==> src/rtl/ata_tfab_pkg.sv <==
`default_nettype none
package ata_tfab_pkg;

  // Slots that may be used; slot indexes at or above this are reported missing.
  localparam int unsigned DRIVE_SLOTS = 4;
  // Slots held in the configuration registers (fixed by the register map).
  localparam int unsigned MAX_SLOTS   = 4;

  // Configuration register indexes
  localparam logic [2:0] REG_SIZE0 = 3'd0;
  localparam logic [2:0] REG_FLAGS = 3'd4;

  // Per-slot flag bit positions
  localparam int unsigned FLG_PRESENT = 0;
  localparam int unsigned FLG_ATAPI   = 1;
  localparam int unsigned FLG_LBA     = 2;
  localparam int unsigned FLG_CHANNEL = 3;
  localparam int unsigned FLG_SLAVE   = 4;

  // ATA opcodes and taskfile constants
  localparam logic [7:0] CMD_RD       = 8'h20;
  localparam logic [7:0] CMD_RD_EXT   = 8'h24;
  localparam logic [7:0] CMD_WR       = 8'h30;
  localparam logic [7:0] CMD_WR_EXT   = 8'h34;
  localparam logic [7:0] CMD_PACKET   = 8'hA0;
  localparam logic [7:0] DEVSEL_CHS   = 8'hA0;
  localparam logic [7:0] DEVSEL_LBA   = 8'hE0;
  localparam logic [7:0] ATAPI_BC_LO  = 8'h00;  // 2048-byte transfer
  localparam logic [7:0] ATAPI_BC_HI  = 8'h08;

  // floor(x / 63) == (x * CHS_RECIP) >> CHS_SHIFT for any 28-bit x
  localparam logic [28:0] CHS_RECIP = 29'd272696337;
  localparam int unsigned CHS_SHIFT = 34;

  localparam logic OP_READ  = 1'b0;
  localparam logic OP_WRITE = 1'b1;

  typedef enum logic [1:0] {
    ST_OK       = 2'd0,
    ST_NO_DRIVE = 2'd1,
    ST_BAD_POS  = 2'd2,
    ST_WR_PROT  = 2'd3
  } status_t;

  typedef enum logic [1:0] {
    AM_CHS    = 2'd0,
    AM_LBA28  = 2'd1,
    AM_LBA48  = 2'd2,
    AM_PACKET = 2'd3
  } mode_t;

  typedef logic [4:0] slot_flags_t;

  typedef struct packed {
    logic        op;
    logic [2:0]  drive;
    logic [31:0] lba;
    logic [7:0]  sector_count;
  } req_t;

  typedef struct packed {
    status_t     status;
    mode_t       addr_mode;
    logic        channel;
    logic [7:0]  device_select;
    logic [7:0]  command;
    logic [7:0]  count_byte;
    logic [7:0]  addr_byte0;
    logic [7:0]  addr_byte1;
    logic [7:0]  addr_byte2;
    logic [7:0]  addr_byte3;
  } result_t;

endpackage
`default_nettype wire

==> src/rtl/ata_taskfile_address_builder_unit.sv <==
// ATA taskfile address builder.
// Input channel (in_*): one sector read/write request per item: drive slot, start LBA,
// sector count in in_tdata, read/write op in in_tuser. Output channel (out_*): one
// result item per request: status and address mode in out_tuser, channel, device
// select, opcode, count and four address bytes in out_tdata. Rejected requests carry
// only a status; all taskfile bytes are zero.
// Configuration: cfg_we/cfg_addr/cfg_wdata write the four slot sizes (index 0..3)
// and the packed slot flags (index 4); other indexes are ignored. Write only while
// the block is idle.
// Order: an accepted item is held in the request register, then its result is loaded
// into the result register, which drives out_tvalid. Throughput: one item per
// cycle while out_tready is high; the two-stage register path (request register,
// result register) holds the check, the LBA/CHS split and the byte formatting, and
// the CHS divide-by-63 is a single reciprocal multiply in that path.
// Stall: when out_tready is low, the result register holds; the request register
// still takes one more item, after which in_tready drops until the output drains.
// Reset (rst_n low, synchronous): both stages empty, all configuration registers
// cleared, so every slot reads as not present.
`default_nettype none
module ata_taskfile_address_builder_unit
  import ata_tfab_pkg::*;
(
  input  wire logic        clk,
  input  wire logic        rst_n,
  // configuration write port
  input  wire logic        cfg_we,
  input  wire logic [2:0]  cfg_addr,
  input  wire logic [31:0] cfg_wdata,
  // request stream
  input  wire logic        in_tvalid,
  output logic             in_tready,
  input  wire logic [47:0] in_tdata,   // drive[2:0], lba[34:3], sector_count[42:35], zero fill
  input  wire logic        in_tuser,   // op
  // result stream
  output logic             out_tvalid,
  input  wire logic        out_tready,
  output logic      [63:0] out_tdata,  // channel, device_select, command, count_byte,
                                       // addr_byte0..addr_byte3, zero fill
  output logic      [3:0]  out_tuser   // status[1:0], addr_mode[3:2]
);

  // configuration registers
  logic        [MAX_SLOTS-1:0][31:0] size_r;
  slot_flags_t [MAX_SLOTS-1:0]       flags_r;

  // pipeline
  logic    s1_valid_r, s1_valid_nxt;
  req_t    s1_req_r;
  logic    out_valid_r, out_valid_nxt;
  result_t out_res_r;
  result_t res;
  logic    adv_out;   // result register may load

  always_ff @(posedge clk) begin
    if (!rst_n) begin
      size_r  <= '0;
      flags_r <= '0;
    end else if (cfg_we) begin
      priority if (cfg_addr == REG_FLAGS) begin
        flags_r <= cfg_wdata[19:0];
      end else if (cfg_addr < REG_FLAGS) begin
        size_r[cfg_addr[1:0]] <= cfg_wdata;
      end else begin
        // unmapped index: ignored
      end
    end
  end

  always_comb begin
    adv_out       = !out_valid_r || out_tready;
    in_tready     = !s1_valid_r || adv_out;
    s1_valid_nxt  = in_tready ? in_tvalid : s1_valid_r;
    out_valid_nxt = adv_out ? s1_valid_r : out_valid_r;
  end

  always_ff @(posedge clk) begin
    if (!rst_n) begin
      s1_valid_r  <= 1'b0;
      out_valid_r <= 1'b0;
    end else begin
      s1_valid_r  <= s1_valid_nxt;
      out_valid_r <= out_valid_nxt;
    end
  end

  always_ff @(posedge clk) begin
    if (in_tvalid && in_tready) begin
      s1_req_r.op           <= in_tuser;
      s1_req_r.drive        <= in_tdata[2:0];
      s1_req_r.lba          <= in_tdata[34:3];
      s1_req_r.sector_count <= in_tdata[42:35];
    end
    if (adv_out && s1_valid_r) begin
      out_res_r <= res;
    end
  end

  ata_tfab_encode u_encode (
    .req   (s1_req_r),
    .size  (size_r),
    .flags (flags_r),
    .res   (res)
  );

  assign out_tvalid = out_valid_r;
  assign out_tuser  = {out_res_r.addr_mode, out_res_r.status};
  assign out_tdata  = {7'b0,
                       out_res_r.addr_byte3, out_res_r.addr_byte2,
                       out_res_r.addr_byte1, out_res_r.addr_byte0,
                       out_res_r.count_byte, out_res_r.command,
                       out_res_r.device_select, out_res_r.channel};

`ifndef SYNTHESIS
  a_reject_clean: assert property (@(posedge clk) disable iff (!rst_n)
    (out_valid_r && out_res_r.status != ST_OK) |-> (out_tdata == '0))
    else $error("rejected item carries taskfile bytes");

  a_count_nonzero: assert property (@(posedge clk) disable iff (!rst_n)
    (out_valid_r && out_res_r.status == ST_OK) |-> (out_res_r.count_byte != 8'd0))
    else $error("accepted item with zero count byte");

  a_packet_cmd: assert property (@(posedge clk) disable iff (!rst_n)
    (out_valid_r && out_res_r.status == ST_OK && out_res_r.addr_mode == AM_PACKET)
      |-> (out_res_r.command == CMD_PACKET))
    else $error("packet mode without packet opcode");

  a_stage_move: assert property (@(posedge clk) disable iff (!rst_n)
    (s1_valid_r && adv_out) |=> out_valid_r)
    else $error("request stage item lost");
`endif

endmodule
`default_nettype wire

==> src/rtl/ata_tfab_chs.sv <==
`default_nettype none
// LBA to CHS split for 63 sectors/track, 16 heads. Divide by reciprocal multiply.
module ata_tfab_chs
  import ata_tfab_pkg::*;
(
  input  wire logic [27:0] lba,
  output logic      [5:0]  sector,   // 1..63
  output logic      [3:0]  head,
  output logic      [15:0] cylinder  // truncated to 16 bits
);

  logic [56:0] prod;
  logic [22:0] quot;     // lba / 63
  logic [28:0] quot63;
  logic [27:0] rem;

  always_comb begin
    prod     = 57'(lba) * 57'(CHS_RECIP);
    quot     = prod[56:CHS_SHIFT];
    quot63   = {quot, 6'b0} - 29'(quot);
    rem      = lba - quot63[27:0];
    sector   = rem[5:0] + 6'd1;
    head     = quot[3:0];
    cylinder = quot[19:4];
  end

endmodule
`default_nettype wire

==> src/rtl/ata_tfab_encode.sv <==
`default_nettype none
// Request check and taskfile byte generation, purely combinational.
module ata_tfab_encode
  import ata_tfab_pkg::*;
(
  input  wire req_t                              req,
  input  wire logic        [MAX_SLOTS-1:0][31:0] size,
  input  wire slot_flags_t [MAX_SLOTS-1:0]       flags,
  output result_t                                res
);

  logic        slot_ok;
  slot_flags_t fl;
  logic [31:0] slot_size;
  logic [32:0] end_lba;
  logic        range_bad;
  logic        atapi;
  logic        slave;
  status_t     status;
  logic [7:0]  count;
  logic [5:0]  chs_sect;
  logic [3:0]  chs_head;
  logic [15:0] chs_cyl;

  ata_tfab_chs u_chs (
    .lba      (req.lba[27:0]),
    .sector   (chs_sect),
    .head     (chs_head),
    .cylinder (chs_cyl)
  );

  always_comb begin
    slot_ok   = (32'(req.drive) < DRIVE_SLOTS);
    fl        = flags[req.drive[1:0]];
    slot_size = size[req.drive[1:0]];
    atapi     = fl[FLG_ATAPI];
    slave     = fl[FLG_SLAVE];
    end_lba   = {1'b0, req.lba} + 33'(req.sector_count);
    range_bad = end_lba > {1'b0, slot_size};
    count     = (req.sector_count == 8'd0) ? 8'd1 : req.sector_count;

    priority if (!slot_ok || !fl[FLG_PRESENT]) begin
      status = ST_NO_DRIVE;
    end else if (!atapi && range_bad) begin
      status = ST_BAD_POS;
    end else if (atapi && req.op == OP_WRITE) begin
      status = ST_WR_PROT;
    end else begin
      status = ST_OK;
    end

    res        = '0;
    res.status = status;
    if (status == ST_OK) begin
      res.channel    = fl[FLG_CHANNEL];
      res.count_byte = count;
      priority if (atapi) begin
        res.addr_mode     = AM_PACKET;
        res.command       = CMD_PACKET;
        res.device_select = {3'b000, slave, 4'h0};
        res.addr_byte1    = ATAPI_BC_LO;
        res.addr_byte2    = ATAPI_BC_HI;
      end else if (req.lba[31:28] != 4'h0) begin
        res.addr_mode     = AM_LBA48;
        res.command       = (req.op == OP_WRITE) ? CMD_WR_EXT : CMD_RD_EXT;
        res.device_select = DEVSEL_LBA | {3'b000, slave, 4'h0};
        res.addr_byte0    = req.lba[7:0];
        res.addr_byte1    = req.lba[15:8];
        res.addr_byte2    = req.lba[23:16];
        res.addr_byte3    = req.lba[31:24];
      end else if (fl[FLG_LBA]) begin
        res.addr_mode     = AM_LBA28;
        res.command       = (req.op == OP_WRITE) ? CMD_WR : CMD_RD;
        res.device_select = DEVSEL_LBA | {3'b000, slave, req.lba[27:24]};
        res.addr_byte0    = req.lba[7:0];
        res.addr_byte1    = req.lba[15:8];
        res.addr_byte2    = req.lba[23:16];
      end else begin
        res.addr_mode     = AM_CHS;
        res.command       = (req.op == OP_WRITE) ? CMD_WR : CMD_RD;
        res.device_select = DEVSEL_CHS | {3'b000, slave, chs_head};
        res.addr_byte0    = {2'b00, chs_sect};
        res.addr_byte1    = chs_cyl[7:0];
        res.addr_byte2    = chs_cyl[15:8];
      end
    end
  end

endmodule
`default_nettype wire
==> config.mk <==
export PLATFORM = sky130hd
export DESIGN_NAME = ata_taskfile_address_builder_unit
export DESIGN_NICKNAME = d
export VERILOG_FILES = /design/src/rtl/ata_tfab_pkg.sv /design/src/rtl/ata_taskfile_address_builder_unit.sv /design/src/rtl/ata_tfab_chs.sv /design/src/rtl/ata_tfab_encode.sv
export SDC_FILE = /design/constraint.sdc
export NUM_CORES = 1
export LEC_CHECK = 0
export ABC_AREA = 1
export BUFFER_PORTS_ARGS = -buffer_cell sky130_fd_sc_hd__buf_2
export CORE_UTILIZATION = 45
export DETAILED_ROUTE_END_ITERATION = 10
export PLACE_DENSITY = 0.76
export SLEW_MARGIN = 0
export SYNTH_ARGS = -nofsm -noshare
export SYNTH_HDL_FRONTEND = slang
export SYNTH_HIERARCHICAL = 1
export SYNTH_SLANG_ARGS = --single-unit
export TNS_END_PERCENT = 5
==> constraint.sdc <==
create_clock -name clk -period 5.99 [get_ports clk]
set_clock_uncertainty 0.1 [all_clocks]
set_input_delay 0.599 -clock clk [delete_from_list [all_inputs] [get_ports clk]]
set_output_delay 0.599 -clock clk [all_outputs]
set_load 0.03 [all_outputs]
Word-level counts from Yosys, hierarchy flattened
Index checks and enable logic that the tools add are counted.
{ "op_classes": {"addsub": 4, "n_eq_ne": 1, "multipliers": 1, "mux": 22, "reduce_logical": 22, "bitwise_logic": 3, "order_cmp": 6} }
{ "op_table": {"columns": ["op", "count"], "rows": [
  ["128-bit bitwise mux", 1],
  ["32-bit binary-select mux with 2-bit select", 1],
  ["32-bit demux with 2-bit select", 1],
  ["32-bit 2-to-1 mux", 2],
  ["28-bit by 29-bit multiplier with 54-bit output, second input constant", 1],
  ["24-bit 2-to-1 mux", 2],
  ["32-bit by 8-bit adder with 33-bit output", 1],
  ["33-bit by 32-bit greater-than comparator with 1-bit output", 1],
  ["15-bit 2-to-1 mux", 2],
  ["5-bit 2-to-1 mux", 3],
  ["13-bit 2-to-1 mux", 1],
  ["5-bit binary-select mux with 2-bit select", 1],
  ["2-bit 2-to-1 mux", 5],
  ["8-bit zero test", 1],
  ["6-bit by 1-bit adder with 6-bit output, second input constant", 1],
  ["2-bit by 3-bit < comparator with 1-bit output, second input constant", 2],
  ["3-bit < comparator, second input constant", 2],
  ["3-bit OR reduction", 2],
  ["1-bit by 6-bit subtractor with 6-bit output, first input constant", 1],
  ["6-bit subtractor", 1],
  ["1-bit logical AND", 5],
  ["1-bit zero test", 5],
  ["4-bit 2-to-1 mux", 1],
  ["4-bit nonzero test", 1],
  ["other kinds (9)", 15]
]} }
{ "totals": {"ff_bits": 255, "out_inout_bits": 70, "input_bits": 89, "wordCells": 88} }

Longest topological paths before layout
{ "depth": {"depth_word": 9, "depth_mapped": 35, "mapped_depth_nobuf": 35} }

Hierarchy
Netlist, hierarchy kept.
{ "modules_own_cells": {"columns": ["module", "instances", "area_per_inst_um2", "seq_area_each_um2", "cells_each"], "rows": [
  ["ata_taskfile_address_builder_unit", 1, 9225.1, 6155.9, 982],
  ["ata_tfab_chs", 1, 6480.0, 0.0, 939],
  ["ata_tfab_encode", 1, 3572.2, 0.0, 645]
]} }

Worst setup path after synthesis
Ideal clock, no wire load.
{ "synth_timing": {"path_kind": "flip-flop to flip-flop", "from": "reg s1_req_r[28] (netlist name)", "to": "reg out_res_r (netlist bit out_tdata[30]) (data pin)", "path_stages_with_launch": 33, "setup_time_ns": 0.255, "arrival_ns": 5.446, "path_buffers": 0, "synth_period_minus_slack_ns": 5.801, "setup_slack_ns": 0.189, "required_ns": 5.635, "path_cell_list": "edfxtp_1 -> ha_1 -> fa_1 -> inv_1 -> fa_1 -> inv_1 -> fa_1 -> inv_1 -> fa_1 -> inv_1 -> ha_1 -> a21oi_1 -> o21ai_0 -> a21oi_1 -> inv_1 -> nor2_1 -> nand2_1 -> xor2_2 -> inv_2 -> ha_1 -> nand2_1 -> o21ai_0 -> nand2_1 -> nand2_1 -> a21oi_1 -> inv_1 -> nand2_1 -> nand2_1 -> inv_1 -> nand3_1 -> nand2_1 -> mux2i_1 -> nor2_1"} }
{ "synth_via": {"word_cells_on_any_way": 14, "classes_between": "4 x add/sub; 1 x mul; 1 x order compare; 4 x mux; 1 x bitwise; 3 x reduce/logical"} }
{ "synth_rtl": {"columns": ["element", "line", "source"], "rows": [
  ["28-bit by 29-bit multiplier with 54-bit output", "ata_tfab_chs.sv:18", "prod = 57'(lba) * 57'(CHS_RECIP);"],
  ["net u_encode.chs_head[1]", "ata_tfab_encode.sv:22", "logic [3:0] chs_head;"],
  ["1-bit by 6-bit subtractor with 6-bit output", "ata_tfab_chs.sv:20", "quot63 = {quot, 6'b0} - 29'(quot);"],
  ["6-bit subtractor", "ata_tfab_chs.sv:21", "rem = lba - quot63[27:0];"],
  ["6-bit by 1-bit adder with 6-bit output", "ata_tfab_chs.sv:22", "sector = rem[5:0] + 6'd1;"],
  ["net u_encode.chs_sect[5]", "ata_tfab_encode.sv:21", "logic [5:0] chs_sect;"],
  ["24-bit 2-to-1 mux", "ata_tfab_encode.sv:71", "end else if (fl[FLG_LBA]) begin"],
  ["24-bit 2-to-1 mux", "ata_tfab_encode.sv:63", "end else if (req.lba[31:28] != 4'h0) begin"],
  ["end signal, assigned", "ata_taskfile_address_builder_unit.sv:94", "out_res_r <= res;"],
  ["end, declared", "ata_taskfile_address_builder_unit.sv:50", "result_t out_res_r;"]
]} }
The timed path passes the listed nets, and every way through them passes these cells.
A chain may end at the register's enable or synchronous reset.

Worst setup path after layout
{ "layout_timing": {"from": "reg s1_req_r[28] (netlist name)", "to": "reg out_res_r (netlist bit out_tdata[30]) (data pin)"} }
{ "layout_via": {"word_cells_on_any_way": 14, "classes_between": "4 x add/sub; 1 x mul; 1 x order compare; 4 x mux; 1 x bitwise; 3 x reduce/logical"} }
{ "layout_rtl": {"columns": ["element", "line"], "rows": [
  ["28-bit by 29-bit multiplier with 54-bit output", "ata_tfab_chs.sv:18"],
  ["net u_encode.chs_head[1]", "ata_tfab_encode.sv:22"],
  ["1-bit by 6-bit subtractor with 6-bit output", "ata_tfab_chs.sv:20"],
  ["6-bit subtractor", "ata_tfab_chs.sv:21"],
  ["6-bit by 1-bit adder with 6-bit output", "ata_tfab_chs.sv:22"],
  ["net u_encode.chs_sect[5]", "ata_tfab_encode.sv:21"],
  ["24-bit 2-to-1 mux", "ata_tfab_encode.sv:71"],
  ["24-bit 2-to-1 mux", "ata_tfab_encode.sv:63"]
]} }
The timed path passes the listed nets, and every way through them passes these cells.

==> out/summary.md <==
The run finished with clean final reports. TritonCTS built the clock tree. The cell repeated most along the worst path was inv_2. The logs give 0 for the final hold violation count and 54.10% for the fraction of the core area covered by cells at the end of the flow.

The tools report the power share of the combinational group as 56.9%. After detailed routing, the number of remaining DRC violations is 0. Number of enable-type register cells in the synthesized netlist: 105. Cell internal power was estimated by the tool at 4.919 mW. Number of global-route vias before repair: 16751. The number of inserted diodes is 0.

The longest individual stage delay on the worst path is 0.58 ns. The setup path with the least slack is of type flop to flop. The floorplan step set the die width to 209.0 um.

The sequential share of the synthesized area was 31.93%; the number of setup violations in the final report was 0. Detailed placement ended at an HPWL of 46770 um. The count of nets left with antenna violations once routing finished came out at 0.

Leaving out fill and tap cells, the most frequent cells in the layout are nand2_1, nor2_1, inv_1, nand3_1, ha_1. STA classifies the critical path endpoint as a flop. Using the TritonRoute via totals, the vias-per-cell ratio works out to 5.425. The clock network is responsible for 20.8% of the overall power.

For this run the aggregate overflow at the end of global routing stands at 0. For this design the total switching power over the nets is 3.748 mW. The switching portion of total power is 43.25%, and the initial cell density of the core is 45.75%.

For this design the ratio of total power to cell area is 380.2 mW/mm^2. Number of cell rows: 75. Clock transition at the registers of the reported paths: 0.06 ns. The worst setup path is launched from a flop. The kind of cell with the highest combined delay along the critical path is adder cells. The share of total power in sequential cells is 22.3%.

The run gives 5 as the detailed-router iteration count before antenna repair. The die outline height was 209.0 um; the number of nets at the end of the flow was 3142. The root buffer cell chosen for the clock tree is clkbuf_16. Summed over all cells, the static leakage comes to 10.88 nW. The transition time at the pin with the least slew margin is 1.152 ns.

Dominant register cell in the synthesized netlist: dfxtp_1. Growth of design area from synthesis to finish: 18.25%. The floorplan step defined a die boundary enclosing 0.04367 sq mm. For the total core area, the log shows 0.04213 sq mm. For the register cell area after layout, the log shows 0.006156 sq mm. Once layout is done, the placed cells without fillers occupy 0.02280 sq mm. The layout has 3811 filler cells.

The commonest non-fill, non-tap cell in the layout was nand2_1. In the global route stage, overall resource usage came out at 27.55%. For this run, the number of Yosys warnings is 6.

Of all flip-flops after synthesis, the portion carrying an async set or reset was 0%. The logs give 29 for the number of buffers added by the clock tree synthesis step and 0.09266 ns for the smallest hold slack. The biggest fanout along the worst timing path is 3. The logs give 61870 um for the wire length after detailed routing and 50 for the number of distinct library cells after synthesis. The final critical-path share of the clock period is 96.92%, and the weighted congestion at the end of routability-driven global placement is 0.9857. In this run the deepest clock path goes through 3 buffers. The worst path meets setup with 0.1843 ns of slack. The first global-routing pass estimated 93140 um of wire. For the post-detailed-placement cell area, the log shows 0.02113 sq mm.

The later pin in the worst-skew pair is clocked with a latency of 0.58 ns. The number of top-level pins came out at 159. For the footprint of the multi-input gates, the log shows 0.01203 sq mm.

The number of buffers and inverters on the critical path is 9. The design draws 8.667 mW. The run gives -0.2761 ns as the worst slack at placement. The level count of the clock H-tree is 1. For this design, the slowest cell found on the critical path is fa_1. STA puts the critical path data arrival time at 6.02 ns. Max-cap violations in this run came to 0. Synthesis inferred 255 register bits.

Number of antenna violations at the first check in global routing: 0. Based on the critical path, the design can be clocked at up to 172.2 MHz. For the number of standard cells after synthesis, the log shows 2566. The worst pin sits at a relative slew slack of 23.20%. CTS saw 255 sinks. For the cell area after synthesis, the log shows 0.01928 sq mm. The count of pins over their slew limit came out at 0. The maximum number of pins on one net before global-route repair is 105, and the shortest period the worst path allows is 5.806 ns. After detailed routing, the average wire length per cell comes to 18.54 um. The post-route netlist has 17.29% of its cells at a drive strength greater than 1.

Input and output buffers added on the ports amount to 146. Averaged over all synthesized cells, the footprint is 7.513 sq um. The run gives 18108 as the routed via count. Data on the critical path is required at its endpoint by 6.21 ns. The path class of the tightest hold or removal check is input pin to flop.

IR analysis of the VDD net gives a maximum drop of 0.0002483 V. The count of routing violations after the opening detailed-route iteration was 1882.
power groups by stage:
stage                     logic (mW)  registers [mW]  clock network [mW]
after detailed placement        3.96            1.96                   0
after global routing            5.37            1.93                1.90
after global placement          3.91            1.96                   0
after CTS                       4.15            1.93                1.83
final                           4.93            1.93                1.81
after floorplan                 2.38            1.99                   0
cell usage after synthesis (6+ instances only):
library cell	number	area (sq um)
inv_1	304	1141
ha_1	216	2703
o21ai_0	62	310.3
inv_2	8	30.03
a21o_1	12	90.09
nand2_1	551	2068
o21bai_1	6	45.04
buf_2	46	230.2
fa_1	60	1201
nand3_1	206	1031
a21oi_1	170	850.8
nor3_1	18	90.09
nand2_2	6	37.54
edfxtp_1	105	3153
buf_4	12	90.09
a32o_1	33	330.3
nor2_1	411	1543
nor2_2	9	56.30
nand4_1	34	212.7
dfxtp_1	150	3003
xnor2_1	7	61.31
xor2_1	30	262.8
clkbuf_1	43	161.4
mux2i_1	10	100.1
registers in the layout, summed over array words and instances, names as in the netlist:
signal,flops
size_r,128
out_tdata,57
s1_req_r,44
flags_r,20
out_tuser,4
out_tvalid,1
s1_valid_r,1
logic make-up after synthesis:
family                     share of synthesized area, %
AOI/OAI and AO/OA                                 9.379
xor gates and xnor gates                          1.765
adders and majority gates                         20.25
buffers and inverters                             9.002
DFF                                               31.93
muxes                                            0.5193
other                                           0.03896
and+or+nand+nor                                   27.11
path summary, 6_finish.rpt:
path                 from             to  slack, ns  cells after the start
max reg2reg  s1_req_r[28]  out_tdata[30]       0.18                     33
max          s1_req_r[28]  out_tdata[30]       0.18                     33
min           in_tdata[4]    s1_req_r[9]       0.09                      1
min reg2reg    size_r[32]     size_r[32]       0.38                      2
per-stage QoR:
stage / setup TNS (ns) / cells
5_1_grt: -0.03442 / 3338
3_3_place_gp: -0.1616 / 3269
3_5_place_dp: -0.2761 / 3269
4_1_cts: 0 / 3327
6_report: 0 / 3338
2_1_floorplan: 0 / 2575
metal layers:
metal | vias to the layer above | share of wire, % | track usage [%]
li1 | 8780 | - | -
met1 | 8472 | 44 | 39.16
met2 | 741 | 44 | 42.11
met3 | 115 | 8.0 | 4.554
met4 | 0 | 3.5 | 9.686
met5 | - | 0 | 0
worst register-to-register path, delay by kind of cell (launching register included):
| family | cells | cell delay, ns |
|---|---|---|
| simple gates | 10 | 0.68 |
| flops | 1 | 0.42 |
| fa+ha+maj | 7 | 2.79 |
| compound gates | 5 | 0.64 |
| xor+xnor | 1 | 0.20 |
| buf+inv | 9 | 0.58 |
| mux | 1 | 0.12 |
final cells by class:
type | instances | area share [%]
inverters | 314 | 5.170
clock inverters | 15 | 0.5763
flip-flops and latches | 255 | 27.00
repair buffers | 282 | 7.783
well taps | 539 | 2.958
clock buffers | 38 | 3.749
multi-input cells | 1895 | 52.76
what timing repair did:
action | 4_1_cts | 5_1_grt
setup buffers | 5 | 11
hold buffers | 0 | 0
resized for setup | 24 | 115
endpoints found under the setup margin | 1 | 4
pin swaps | 3 | 60
Power figures use the tool's default switching activity.
